<file path="src/rtl/core/itf_pkg.sv">
package itf_pkg;

   // Size limits
   localparam int MAX_WIDTH  = 64;
   localparam int VALUE_BITS = 64;
   localparam int PREC_LIMIT = 62;

   // Digit slots: octal needs the most of them
   localparam int NUM_DIGITS = (VALUE_BITS + 2) / 3;
   localparam int LEN_MAX    = (MAX_WIDTH > PREC_LIMIT + 2) ? MAX_WIDTH : PREC_LIMIT + 2;
   localparam int LEN_W      = $clog2(LEN_MAX + 1);
   localparam int DIG_W      = $clog2(NUM_DIGITS + 1);
   localparam int CONV_W     = $clog2(VALUE_BITS + 1);

   // Conversion kinds
   localparam logic [2:0] FUNC_SDEC = 3'd0;
   localparam logic [2:0] FUNC_UDEC = 3'd1;
   localparam logic [2:0] FUNC_OCT  = 3'd2;
   localparam logic [2:0] FUNC_HEXL = 3'd3;
   localparam logic [2:0] FUNC_HEXU = 3'd4;
   localparam logic [2:0] FUNC_PTR  = 3'd5;

   // Flag bit positions
   localparam int FLAG_LEFT  = 0;
   localparam int FLAG_ZERO  = 1;
   localparam int FLAG_PLUS  = 2;
   localparam int FLAG_SPACE = 3;
   localparam int FLAG_ALT   = 4;

   // Digit slot behavior while bits shift in
   typedef logic [1:0] base_type;
   localparam base_type BASE_DEC = 2'd0;
   localparam base_type BASE_OCT = 2'd1;
   localparam base_type BASE_HEX = 2'd2;

   // ASCII characters
   localparam logic [7:0] CH_SPACE = 8'h20;
   localparam logic [7:0] CH_PLUS  = 8'h2B;
   localparam logic [7:0] CH_MINUS = 8'h2D;
   localparam logic [7:0] CH_ZERO  = 8'h30;
   localparam logic [7:0] CH_UA    = 8'h41;
   localparam logic [7:0] CH_LA    = 8'h61;
   localparam logic [7:0] CH_UX    = 8'h58;
   localparam logic [7:0] CH_LX    = 8'h78;

   // Map one digit value to its character
   function automatic logic [7:0] digit_char(input logic [3:0] d, input logic upper);
      logic [7:0] d8;
      d8 = {4'b0000, d};
      if (d < 4'd10) begin
         return CH_ZERO + d8;
      end else if (upper) begin
         return CH_UA + d8 - 8'd10;
      end else begin
         return CH_LA + d8 - 8'd10;
      end
   endfunction

endpackage

</file>
<file path="src/rtl/core/integer_to_text_formatter_top.sv">
// Integer to text formatter, printf-style integer conversions.
// Request channel (req_*): one value with its conversion kind, flags, field
// width and precision, taken at a clock edge with req_valid high and
// req_stall low. req_stall stays high from the transfer until the last
// character of that value has been handed to the output register.
// Response channel (rsp_*): one ASCII character per transfer, rsp_last set on
// the final character of each value's text.
// Sequence: the value shifts one bit per cycle into a row of digit slots,
// a leading-zero scan drops zero slots, keeping at least one, the setup
// states ST_SETUP_A and ST_SETUP_B follow, then one character is loaded
// per cycle while the receiver takes them. Leading-zero slots plus digits
// always number 22. A new request is not taken until the last character
// of the value has been loaded; the serial bit shift and the one-character
// output port limit the request rate. The next request is taken while the
// final character still waits in the output register.
// A stalled receiver holds the output register and the character sequence
// simply pauses. Synchronous reset returns to idle and drops any pending
// character.
module integer_to_text_formatter_top (
   input  logic        clock,
   input  logic        reset,
   input  logic        req_valid,
   output logic        req_stall,
   input  logic [2:0]  req_func,
   input  logic [63:0] req_value_bits,
   input  logic [4:0]  req_flag_set,
   input  logic [6:0]  req_field_width,
   input  logic [5:0]  req_min_digit_count,
   output logic        rsp_valid,
   input  logic        rsp_stall,
   output logic [7:0]  rsp_out_char,
   output logic        rsp_last
);

   localparam int VB = itf_pkg::VALUE_BITS;
   localparam int ND = itf_pkg::NUM_DIGITS;
   localparam int LW = itf_pkg::LEN_W;
   localparam int DW = itf_pkg::DIG_W;
   localparam int CW = itf_pkg::CONV_W;

   localparam logic [2:0] ST_IDLE    = 3'd0;
   localparam logic [2:0] ST_CONVERT = 3'd1;
   localparam logic [2:0] ST_SCAN    = 3'd2;
   localparam logic [2:0] ST_SETUP_A = 3'd3;
   localparam logic [2:0] ST_SETUP_B = 3'd4;
   localparam logic [2:0] ST_EMIT    = 3'd5;

   logic [2:0]              state_ff, state_in;
   logic [CW-1:0]           conv_cnt_ff, conv_cnt_in;
   logic [VB-1:0]           mag_ff, mag_in;
   logic [4*ND-1:0]         digit_ff, digit_in;
   logic [2:0]              func_ff, func_in;
   itf_pkg::base_type       mode_ff, mode_in;
   logic [4:0]              flags_ff, flags_in;
   logic [LW-1:0]           width_ff, width_in;
   logic [LW-1:0]           prec_ff, prec_in;
   logic                    neg_ff, neg_in;
   logic                    nonzero_ff, nonzero_in;
   logic [DW-1:0]           ndig_ff, ndig_in;
   logic [1:0]              npre_ff, npre_in;
   logic [7:0]              pre0_ff, pre0_in;
   logic [7:0]              pre1_ff, pre1_in;
   logic [LW-1:0]           pzero_ff, pzero_in;
   logic [LW-1:0]           len_ff, len_in;
   logic [LW-1:0]           b1_ff, b1_in;
   logic [LW-1:0]           b2_ff, b2_in;
   logic [LW-1:0]           b3_ff, b3_in;
   logic [LW-1:0]           b4_ff, b4_in;
   logic [LW-1:0]           total_ff, total_in;
   logic [LW-1:0]           pos_ff, pos_in;
   logic                    rsp_valid_ff, rsp_valid_in;
   logic [7:0]              rsp_char_ff, rsp_char_in;
   logic                    rsp_last_ff, rsp_last_in;

   logic                    req_take;
   logic                    emit_go;
   logic [4*ND-1:0]         shifted;
   logic [ND:0]             carry;
   logic [3:0]              top_digit;

   assign req_stall    = reset || (state_ff != ST_IDLE);
   assign req_take     = req_valid && !req_stall;
   assign emit_go      = (state_ff == ST_EMIT) && (!rsp_valid_ff || !rsp_stall);
   assign top_digit    = digit_ff[4*ND-1 -: 4];
   assign rsp_valid    = rsp_valid_ff;
   assign rsp_out_char = rsp_char_ff;
   assign rsp_last     = rsp_last_ff;

   // Shift one value bit into the digit slots, with decimal add-3 correction
   always_comb begin
      logic [3:0] d_cur;
      logic [3:0] d_adj;
      carry[0] = mag_ff[VB-1];
      shifted  = '0;
      for (int i = 0; i < ND; i++) begin
         d_cur = digit_ff[4*i +: 4];
         d_adj = (d_cur >= 4'd5) ? d_cur + 4'd3 : d_cur;
         unique case (mode_ff)
            itf_pkg::BASE_DEC: begin
               carry[i+1]        = d_adj[3];
               shifted[4*i +: 4] = {d_adj[2:0], carry[i]};
            end
            itf_pkg::BASE_OCT: begin
               carry[i+1]        = d_cur[2];
               shifted[4*i +: 4] = {1'b0, d_cur[1:0], carry[i]};
            end
            default: begin
               carry[i+1]        = d_cur[3];
               shifted[4*i +: 4] = {d_cur[2:0], carry[i]};
            end
         endcase
      end
   end

   // Sequencer and per-item datapath
   always_comb begin
      logic [VB-1:0] v;
      logic          vneg;
      logic [LW-1:0] w_ext;
      logic [LW-1:0] ndig_ext;
      logic [LW-1:0] nd;
      logic [LW-1:0] pad;
      logic [LW-1:0] lead;
      logic [LW-1:0] zpad;
      logic [LW-1:0] trail;
      logic          zfill;

      state_in    = state_ff;
      conv_cnt_in = conv_cnt_ff;
      mag_in      = mag_ff;
      digit_in    = digit_ff;
      func_in     = func_ff;
      mode_in     = mode_ff;
      flags_in    = flags_ff;
      width_in    = width_ff;
      prec_in     = prec_ff;
      neg_in      = neg_ff;
      nonzero_in  = nonzero_ff;
      ndig_in     = ndig_ff;
      npre_in     = npre_ff;
      pre0_in     = pre0_ff;
      pre1_in     = pre1_ff;
      pzero_in    = pzero_ff;
      len_in      = len_ff;
      b1_in       = b1_ff;
      b2_in       = b2_ff;
      b3_in       = b3_ff;
      b4_in       = b4_ff;
      total_in    = total_ff;
      pos_in      = pos_ff;

      v        = req_value_bits[VB-1:0];
      vneg     = (req_func == itf_pkg::FUNC_SDEC) && v[VB-1];
      w_ext    = LW'(req_field_width);
      ndig_ext = LW'(ndig_ff);
      nd       = (ndig_ext > prec_ff) ? ndig_ext : prec_ff;
      zfill    = flags_ff[itf_pkg::FLAG_ZERO] && !flags_ff[itf_pkg::FLAG_LEFT];
      pad      = (width_ff > len_ff) ? width_ff - len_ff : '0;
      lead     = (!flags_ff[itf_pkg::FLAG_LEFT] && !zfill) ? pad : '0;
      zpad     = zfill ? pad : '0;
      trail    = flags_ff[itf_pkg::FLAG_LEFT] ? pad : '0;

      unique case (state_ff)
         ST_IDLE: begin
            // Capture the request, take the magnitude
            if (req_take) begin
               func_in     = req_func;
               flags_in    = req_flag_set;
               neg_in      = vneg;
               nonzero_in  = (v != '0);
               mag_in      = vneg ? (~v) + VB'(1) : v;
               digit_in    = '0;
               conv_cnt_in = CW'(VB);
               width_in    = (w_ext > LW'(itf_pkg::MAX_WIDTH)) ?
                             LW'(itf_pkg::MAX_WIDTH) : w_ext;
               if (req_func == itf_pkg::FUNC_PTR) begin
                  prec_in = '0;
               end else if (req_min_digit_count > 6'(itf_pkg::PREC_LIMIT)) begin
                  prec_in = LW'(itf_pkg::PREC_LIMIT);
               end else begin
                  prec_in = LW'(req_min_digit_count);
               end
               unique case (req_func)
                  itf_pkg::FUNC_OCT:  mode_in = itf_pkg::BASE_OCT;
                  itf_pkg::FUNC_HEXL,
                  itf_pkg::FUNC_HEXU,
                  itf_pkg::FUNC_PTR:  mode_in = itf_pkg::BASE_HEX;
                  default:            mode_in = itf_pkg::BASE_DEC;
               endcase
               state_in = ST_CONVERT;
            end
         end
         ST_CONVERT: begin
            // Advance one bit per cycle
            digit_in    = shifted;
            mag_in      = mag_ff << 1;
            conv_cnt_in = conv_cnt_ff - CW'(1);
            if (conv_cnt_ff == CW'(1)) begin
               ndig_in  = DW'(ND);
               state_in = ST_SCAN;
            end
         end
         ST_SCAN: begin
            // Drop leading zero digits, keep at least one
            if (top_digit == 4'd0 && ndig_ff > DW'(1)) begin
               digit_in = digit_ff << 4;
               ndig_in  = ndig_ff - DW'(1);
            end else begin
               state_in = ST_SETUP_A;
            end
         end
         ST_SETUP_A: begin
            // Pick the sign or prefix and the digit count
            npre_in = 2'd0;
            pre0_in = itf_pkg::CH_ZERO;
            pre1_in = itf_pkg::CH_LX;
            if (func_ff == itf_pkg::FUNC_SDEC) begin
               if (neg_ff) begin
                  npre_in = 2'd1;
                  pre0_in = itf_pkg::CH_MINUS;
               end else if (flags_ff[itf_pkg::FLAG_PLUS]) begin
                  npre_in = 2'd1;
                  pre0_in = itf_pkg::CH_PLUS;
               end else if (flags_ff[itf_pkg::FLAG_SPACE]) begin
                  npre_in = 2'd1;
                  pre0_in = itf_pkg::CH_SPACE;
               end
            end else if (func_ff == itf_pkg::FUNC_PTR) begin
               npre_in = 2'd2;
            end else if (flags_ff[itf_pkg::FLAG_ALT] && nonzero_ff) begin
               if (func_ff == itf_pkg::FUNC_OCT) begin
                  // a precision zero already leads the digits
                  if (prec_ff <= ndig_ext) begin
                     npre_in = 2'd1;
                  end
               end else if (func_ff == itf_pkg::FUNC_HEXL ||
                            func_ff == itf_pkg::FUNC_HEXU) begin
                  npre_in = 2'd2;
                  if (func_ff == itf_pkg::FUNC_HEXU) begin
                     pre1_in = itf_pkg::CH_UX;
                  end
               end
            end
            pzero_in = nd - ndig_ext;
            len_in   = LW'(npre_in) + nd;
            state_in = ST_SETUP_B;
         end
         ST_SETUP_B: begin
            // Segment boundaries of the text
            b1_in    = lead;
            b2_in    = lead + LW'(npre_ff);
            b3_in    = lead + LW'(npre_ff) + zpad + pzero_ff;
            b4_in    = lead + LW'(npre_ff) + zpad + pzero_ff + ndig_ext;
            total_in = lead + len_ff + zpad + trail;
            pos_in   = '0;
            state_in = ST_EMIT;
         end
         ST_EMIT: begin
            // Advance one character per output transfer
            if (emit_go) begin
               pos_in = pos_ff + LW'(1);
               if (pos_ff >= b3_ff && pos_ff < b4_ff) begin
                  digit_in = digit_ff << 4;
               end
               if (pos_ff + LW'(1) == total_ff) begin
                  state_in = ST_IDLE;
               end
            end
         end
         default: begin
            state_in = ST_IDLE;
         end
      endcase
   end

   // Output register: load on emit, drop once taken
   always_comb begin
      rsp_valid_in = rsp_valid_ff;
      rsp_char_in  = rsp_char_ff;
      rsp_last_in  = rsp_last_ff;
      if (emit_go) begin
         rsp_valid_in = 1'b1;
         rsp_last_in  = (pos_ff + LW'(1) == total_ff);
         priority if (pos_ff < b1_ff) begin
            rsp_char_in = itf_pkg::CH_SPACE;
         end else if (pos_ff < b2_ff) begin
            rsp_char_in = (pos_ff == b1_ff) ? pre0_ff : pre1_ff;
         end else if (pos_ff < b3_ff) begin
            rsp_char_in = itf_pkg::CH_ZERO;
         end else if (pos_ff < b4_ff) begin
            rsp_char_in = itf_pkg::digit_char(top_digit, func_ff == itf_pkg::FUNC_HEXU);
         end else begin
            rsp_char_in = itf_pkg::CH_SPACE;
         end
      end else if (!rsp_stall) begin
         rsp_valid_in = 1'b0;
      end
   end

   // Control registers
   always_ff @(posedge clock) begin
      if (reset) begin
         state_ff     <= ST_IDLE;
         rsp_valid_ff <= 1'b0;
      end else begin
         state_ff     <= state_in;
         rsp_valid_ff <= rsp_valid_in;
      end
   end

   // Datapath registers
   always_ff @(posedge clock) begin
      conv_cnt_ff <= conv_cnt_in;
      mag_ff      <= mag_in;
      digit_ff    <= digit_in;
      func_ff     <= func_in;
      mode_ff     <= mode_in;
      flags_ff    <= flags_in;
      width_ff    <= width_in;
      prec_ff     <= prec_in;
      neg_ff      <= neg_in;
      nonzero_ff  <= nonzero_in;
      ndig_ff     <= ndig_in;
      npre_ff     <= npre_in;
      pre0_ff     <= pre0_in;
      pre1_ff     <= pre1_in;
      pzero_ff    <= pzero_in;
      len_ff      <= len_in;
      b1_ff       <= b1_in;
      b2_ff       <= b2_in;
      b3_ff       <= b3_in;
      b4_ff       <= b4_in;
      total_ff    <= total_in;
      pos_ff      <= pos_in;
      rsp_char_ff <= rsp_char_in;
      rsp_last_ff <= rsp_last_in;
   end

endmodule
</file>
<file path="config.mk">
export PLATFORM = sky130hd
export DESIGN_NAME = integer_to_text_formatter_top
export DESIGN_NICKNAME = d
export VERILOG_FILES = /design/src/rtl/core/itf_pkg.sv /design/src/rtl/core/integer_to_text_formatter_top.sv
export SDC_FILE = /design/constraint.sdc
export NUM_CORES = 1
export LEC_CHECK = 0
export BUFFER_PORTS_ARGS = -buffer_cell sky130_fd_sc_hd__buf_2
export CORE_ASPECT_RATIO = 0.6
export CORE_MARGIN = 10
export CORE_UTILIZATION = 35
export CTS_BUF_LIST = sky130_fd_sc_hd__clkbuf_8
export CTS_CLUSTER_DIAMETER = 60
export DETAILED_ROUTE_END_ITERATION = 8
export PLACE_DENSITY = 0.47
export SLEW_MARGIN = 0
export SYNTH_ARGS = -nofsm -noshare
export SYNTH_HDL_FRONTEND = slang
export SYNTH_SLANG_ARGS = --single-unit
</file>
<file path="constraint.sdc">
create_clock -name clock -period 8.9 [get_ports clock]
set_clock_uncertainty 0.05 [all_clocks]
set_input_delay 0.445 -clock clock [delete_from_list [all_inputs] [get_ports clock]]
set_output_delay 0.445 -clock clock [all_outputs]
set_load 0.02 [all_outputs]
</file>
==> summary.md <==
| Metric | Value |
|---|---|
| Worst path required time | `9.27 ns` |
| Crit path max-delay family | `adder cells` |
| Antenna fix cells | `0` |
| Worst hold path depth | `1` |
| Cell types occupying the most area after synthesis | `sky130_fd_sc_hd__edfxtp_1 (44%), sky130_fd_sc_hd__ha_1 (8.1%), sky130_fd_sc_hd__xnor2_1 (4.6%)` |
| Drt first-iter violations | `1,023` |
| Worst rel slew slack | `0.260` |
| Most used flip-flop cell after synthesis | `sky130_fd_sc_hd__edfxtp_1` |
| Total power draw | `0.00586 W` |
| R2r setup slk | `2.55 ns` |
| Run status | `finished, final reports clean` |
| Max Clk Rate | `158 MHz` |
| Reg2Reg Capture Point | `b4_ff[6]` |
| Vias per std cell | `5.16` |
| Slowest cell delay on critical path | `0.48 ns` |
| Count of mapped cells out of synthesis | `1,805` |
| Core region area | `49,600 um^2` |
| Yosys warning count | `0` |
| Power per cell area | `297 nW/um^2` |
| Skew-Pair Late Insertion Delay | `0.58 ns` |
| Maximum vdd drop | `0.191 mV` |
| Number of detailed-routing iterations run before antenna repair | `5` |
| Post-Synthesis Mean Instance Area | `9.76 um^2` |
| Largest net degree at the start of global routing | `101` |
| Overflow left after global routing | `0` |
| Final instance area | `19,700 um^2` |
| Chip height | `194 um` |
| CTS Buffer Depth | `3` |
| Startpoint of the worst register-to-register path | `len_ff[2]` |
| Post-synth top area cell | `sky130_fd_sc_hd__edfxtp_1` |
| Share of layout cells above drive strength 1 | `0.104` |
| Unrepaired setup endpoints after global routing | `no` |
| Total die area | `60,000 um^2` |
| Count of maximum capacitance violations | `0` |
| Worst Path Max Fanout | `10` |
| Relative contribution of combinational cells to total power | `0.393` |
| Cell area reported after detailed placement | `18,800 um^2` |
| Wirelength, routed | `47,200 um` |
| Part of the power in registers | `0.415` |
| Most instantiated library cell after synthesis | `sky130_fd_sc_hd__edfxtp_1` |
| Period Utilization, post-route | `0.713` |
| Initial antenna violation count | `1` |
| Worst Max-Slew Pin Slew | `1.11 ns` |
| Final slew viol count | `0` |
| Endpoints failing hold | `0` |
| Worst endpoint data arrival time | `6.72 ns` |
| Power share of the clock group | `0.192` |
| First-pass GRT wire length | `74,900 um` |
| Critical Path Source Type | `register` |
| TNS Setup | `0 ns` |
| I/O Pins | `100` |
| Total CTS buffers | `46` |
| Post-synthesis sequential area ratio | `0.448` |
| LEAKAGE | `7.75 nW` |
| Clock transition at the registers of the reported paths | `0.07 ns` |
| DRC violations left | `0` |
| Reported net switching power | `0.00237 W` |
| TritonCTS clock tree | `built` |
| Flip-flop and latch count after synthesis | `264` |
| Mean routed wirelength per cell | `18.3 um` |
| Top post-synthesis cells by count | `sky130_fd_sc_hd__edfxtp_1 (260), sky130_fd_sc_hd__nand2_1 (173), sky130_fd_sc_hd__inv_1 (165)` |
| Number of resized instances in the post-cts repair step | `0` |
| Post-synth top area share | `0.443` |
| Non-Filler Instances | `2,587` |
| Number of buffer cells added on primary ports | `98` |
| Number of library cell types mapped by synthesis | `73` |
| GPL Wtd Cong | `0.852` |
| Startpoint of the lowest-slack hold path | `req_field_width[6]` |
| Total global-route track usage | `0.154` |
| Vias in the first global route | `12,900` |
| Hold Crit Class | `in2reg` |
| Crit path max-delay cell type | `sky130_fd_sc_hd__fa_1` |
| Nets | `2,128` |
| Count of flip-flops with a built-in enable after synthesis | `260` |
| Root buffer cell | `sky130_fd_sc_hd__clkbuf_8` |
| Count of antenna-violating nets left after detailed routing | `0` |
| Number of core rows | `63` |
| Overall die width | `310 um` |
| Synthesized cell area | `17,600 um^2` |
| Starting density of the core | `0.355` |
| Number of cells in the design after placement | `2,498` |
| # H-tree levels | `2` |
| Buffer and inverter count on the worst path | `4` |
| Overall via count from detail_route | `13,300` |
| Area Growth Syn to Fin | `12.0%` |
| Post-DP HPWL | `33,100 um` |
| Internal portion of total power | `0.00349 W` |
| Min-Delay Endpoint | `width_ff[6]` |
| # clock sinks | `264` |
| Net count of the mapped netlist | `2,032` |
| Share of synthesized flip-flops with an asynchronous set or reset | `0` |
| Worst setup EP type | `register` |
| Crit path kind | `reg2reg` |
| Minimum period implied by the final worst setup slack | `6.35 ns` |
| # setup viols final | `0` |
| Depth of the worst register-to-register path | `25` |
| Switching fraction of total power | `0.404` |
## worst reg2reg max path, delay by kind of cell (launching register included)
family          cells  cell delay [ns]
buf+inv             4             0.31
flops               1             0.32
compound gates      6             1.27
simple gates        5             0.92
xor+xnor            3             0.76
fa+ha+maj           6             2.20
mux                 1             0.36
## cell families after synthesis
group,Yosys count,share of synthesized area
xor gates and xnor gates,136,0.0708
other,1,0.000213
and+or+nand+nor,529,0.150
muxes,15,0.00859
DFF,264,0.448
AOI/OAI and AO/OA,488,0.164
adders and majority gates,138,0.108
buffers and inverters,234,0.0503
## area by class of cell
class                   instances  area, um^2
flip-flops and latches        264        7890
well taps                     650         813
fillers                      4898       29800
clock inverters                36         229
inverters                     166         623
clock buffers                  48         661
multi-input cells            1307        8880
repair buffers                116         638
## layout by cell type, fill, tap and decap left out, types with 32 or more instances in the layout
master / count
sky130_fd_sc_hd__buf_2: 98
sky130_fd_sc_hd__a22o_1: 32
sky130_fd_sc_hd__xnor2_1: 93
sky130_fd_sc_hd__clkbuf_8: 48
sky130_fd_sc_hd__nand2b_1: 53
sky130_fd_sc_hd__ha_1: 114
sky130_fd_sc_hd__xor2_1: 39
sky130_fd_sc_hd__nor2_1: 126
sky130_fd_sc_hd__nand2_1: 171
sky130_fd_sc_hd__inv_1: 181
sky130_fd_sc_hd__o21ai_0: 160
sky130_fd_sc_hd__edfxtp_1: 260
sky130_fd_sc_hd__a21oi_1: 157
## per-stage QoR
step,setup slack [ns],hold slack (ns),utilization
4_1_cts,2.60,0.0290,0.398
5_1_grt,2.04,0.0558,0.398
3_3_place_gp,2.79,0.443,0.379
6_report,2.55,0.0879,0.398
3_5_place_dp,2.63,0.445,0.379
2_1_floorplan,2.35,0.434,-
## per-layer routing
metal  part of all wire  GRT usage
met1               0.56      0.257
met2               0.37      0.193
met3              0.055     0.0323
met4              0.015     0.0304
met5            0.00042          0
## worst max-delay path by stage
| stage | from | slack [ns] | to | depth (start not counted) |
|---|---|---|---|---|
| after floorplan | state_ff[1] | 2.35 | conv_cnt_ff[0] | 4 |
| after global placement | len_ff[5] | 2.79 | b4_ff[6] | 25 |
| after detailed placement | len_ff[5] | 2.63 | b4_ff[6] | 25 |
| after CTS | len_ff[5] | 2.60 | b4_ff[6] | 25 |
| after global routing | len_ff[5] | 2.04 | b4_ff[6] | 26 |
| final | len_ff[2] | 2.55 | b4_ff[6] | 25 |
## state kept, by name (all words and copies together), names as in the netlist, 3 cells and up
signal        count
digit_ff         88
mag_ff           64
b1_ff             7
b2_ff             7
b3_ff             7
b4_ff             7
conv_cnt_ff       7
len_ff            7
pos_ff            7
pzero_ff          7
rsp_out_char      7
total_ff          7
width_ff          7
prec_ff           6
flags_ff          5
ndig_ff           5
pre0_ff           4
func_ff           3
state_ff          3
## power groups by stage
stage,sequential (W),combinational [W],clock (W)
finish,0.00243,0.00230,0.00113
global placement,0.00244,0.00227,0
floorplan,0.00238,0.00171,0
detailed placement,0.00244,0.00230,0
global route,0.00249,0.00264,0.00122
CTS,0.00242,0.00232,0.00117
## what timing repair did
item / in CTS / in global routing
buffers inserted: 0 / 0
hold endpoints to repair: 5 / 0
hold buffers: 5 / 0
Power figures use the tool's default switching activity.
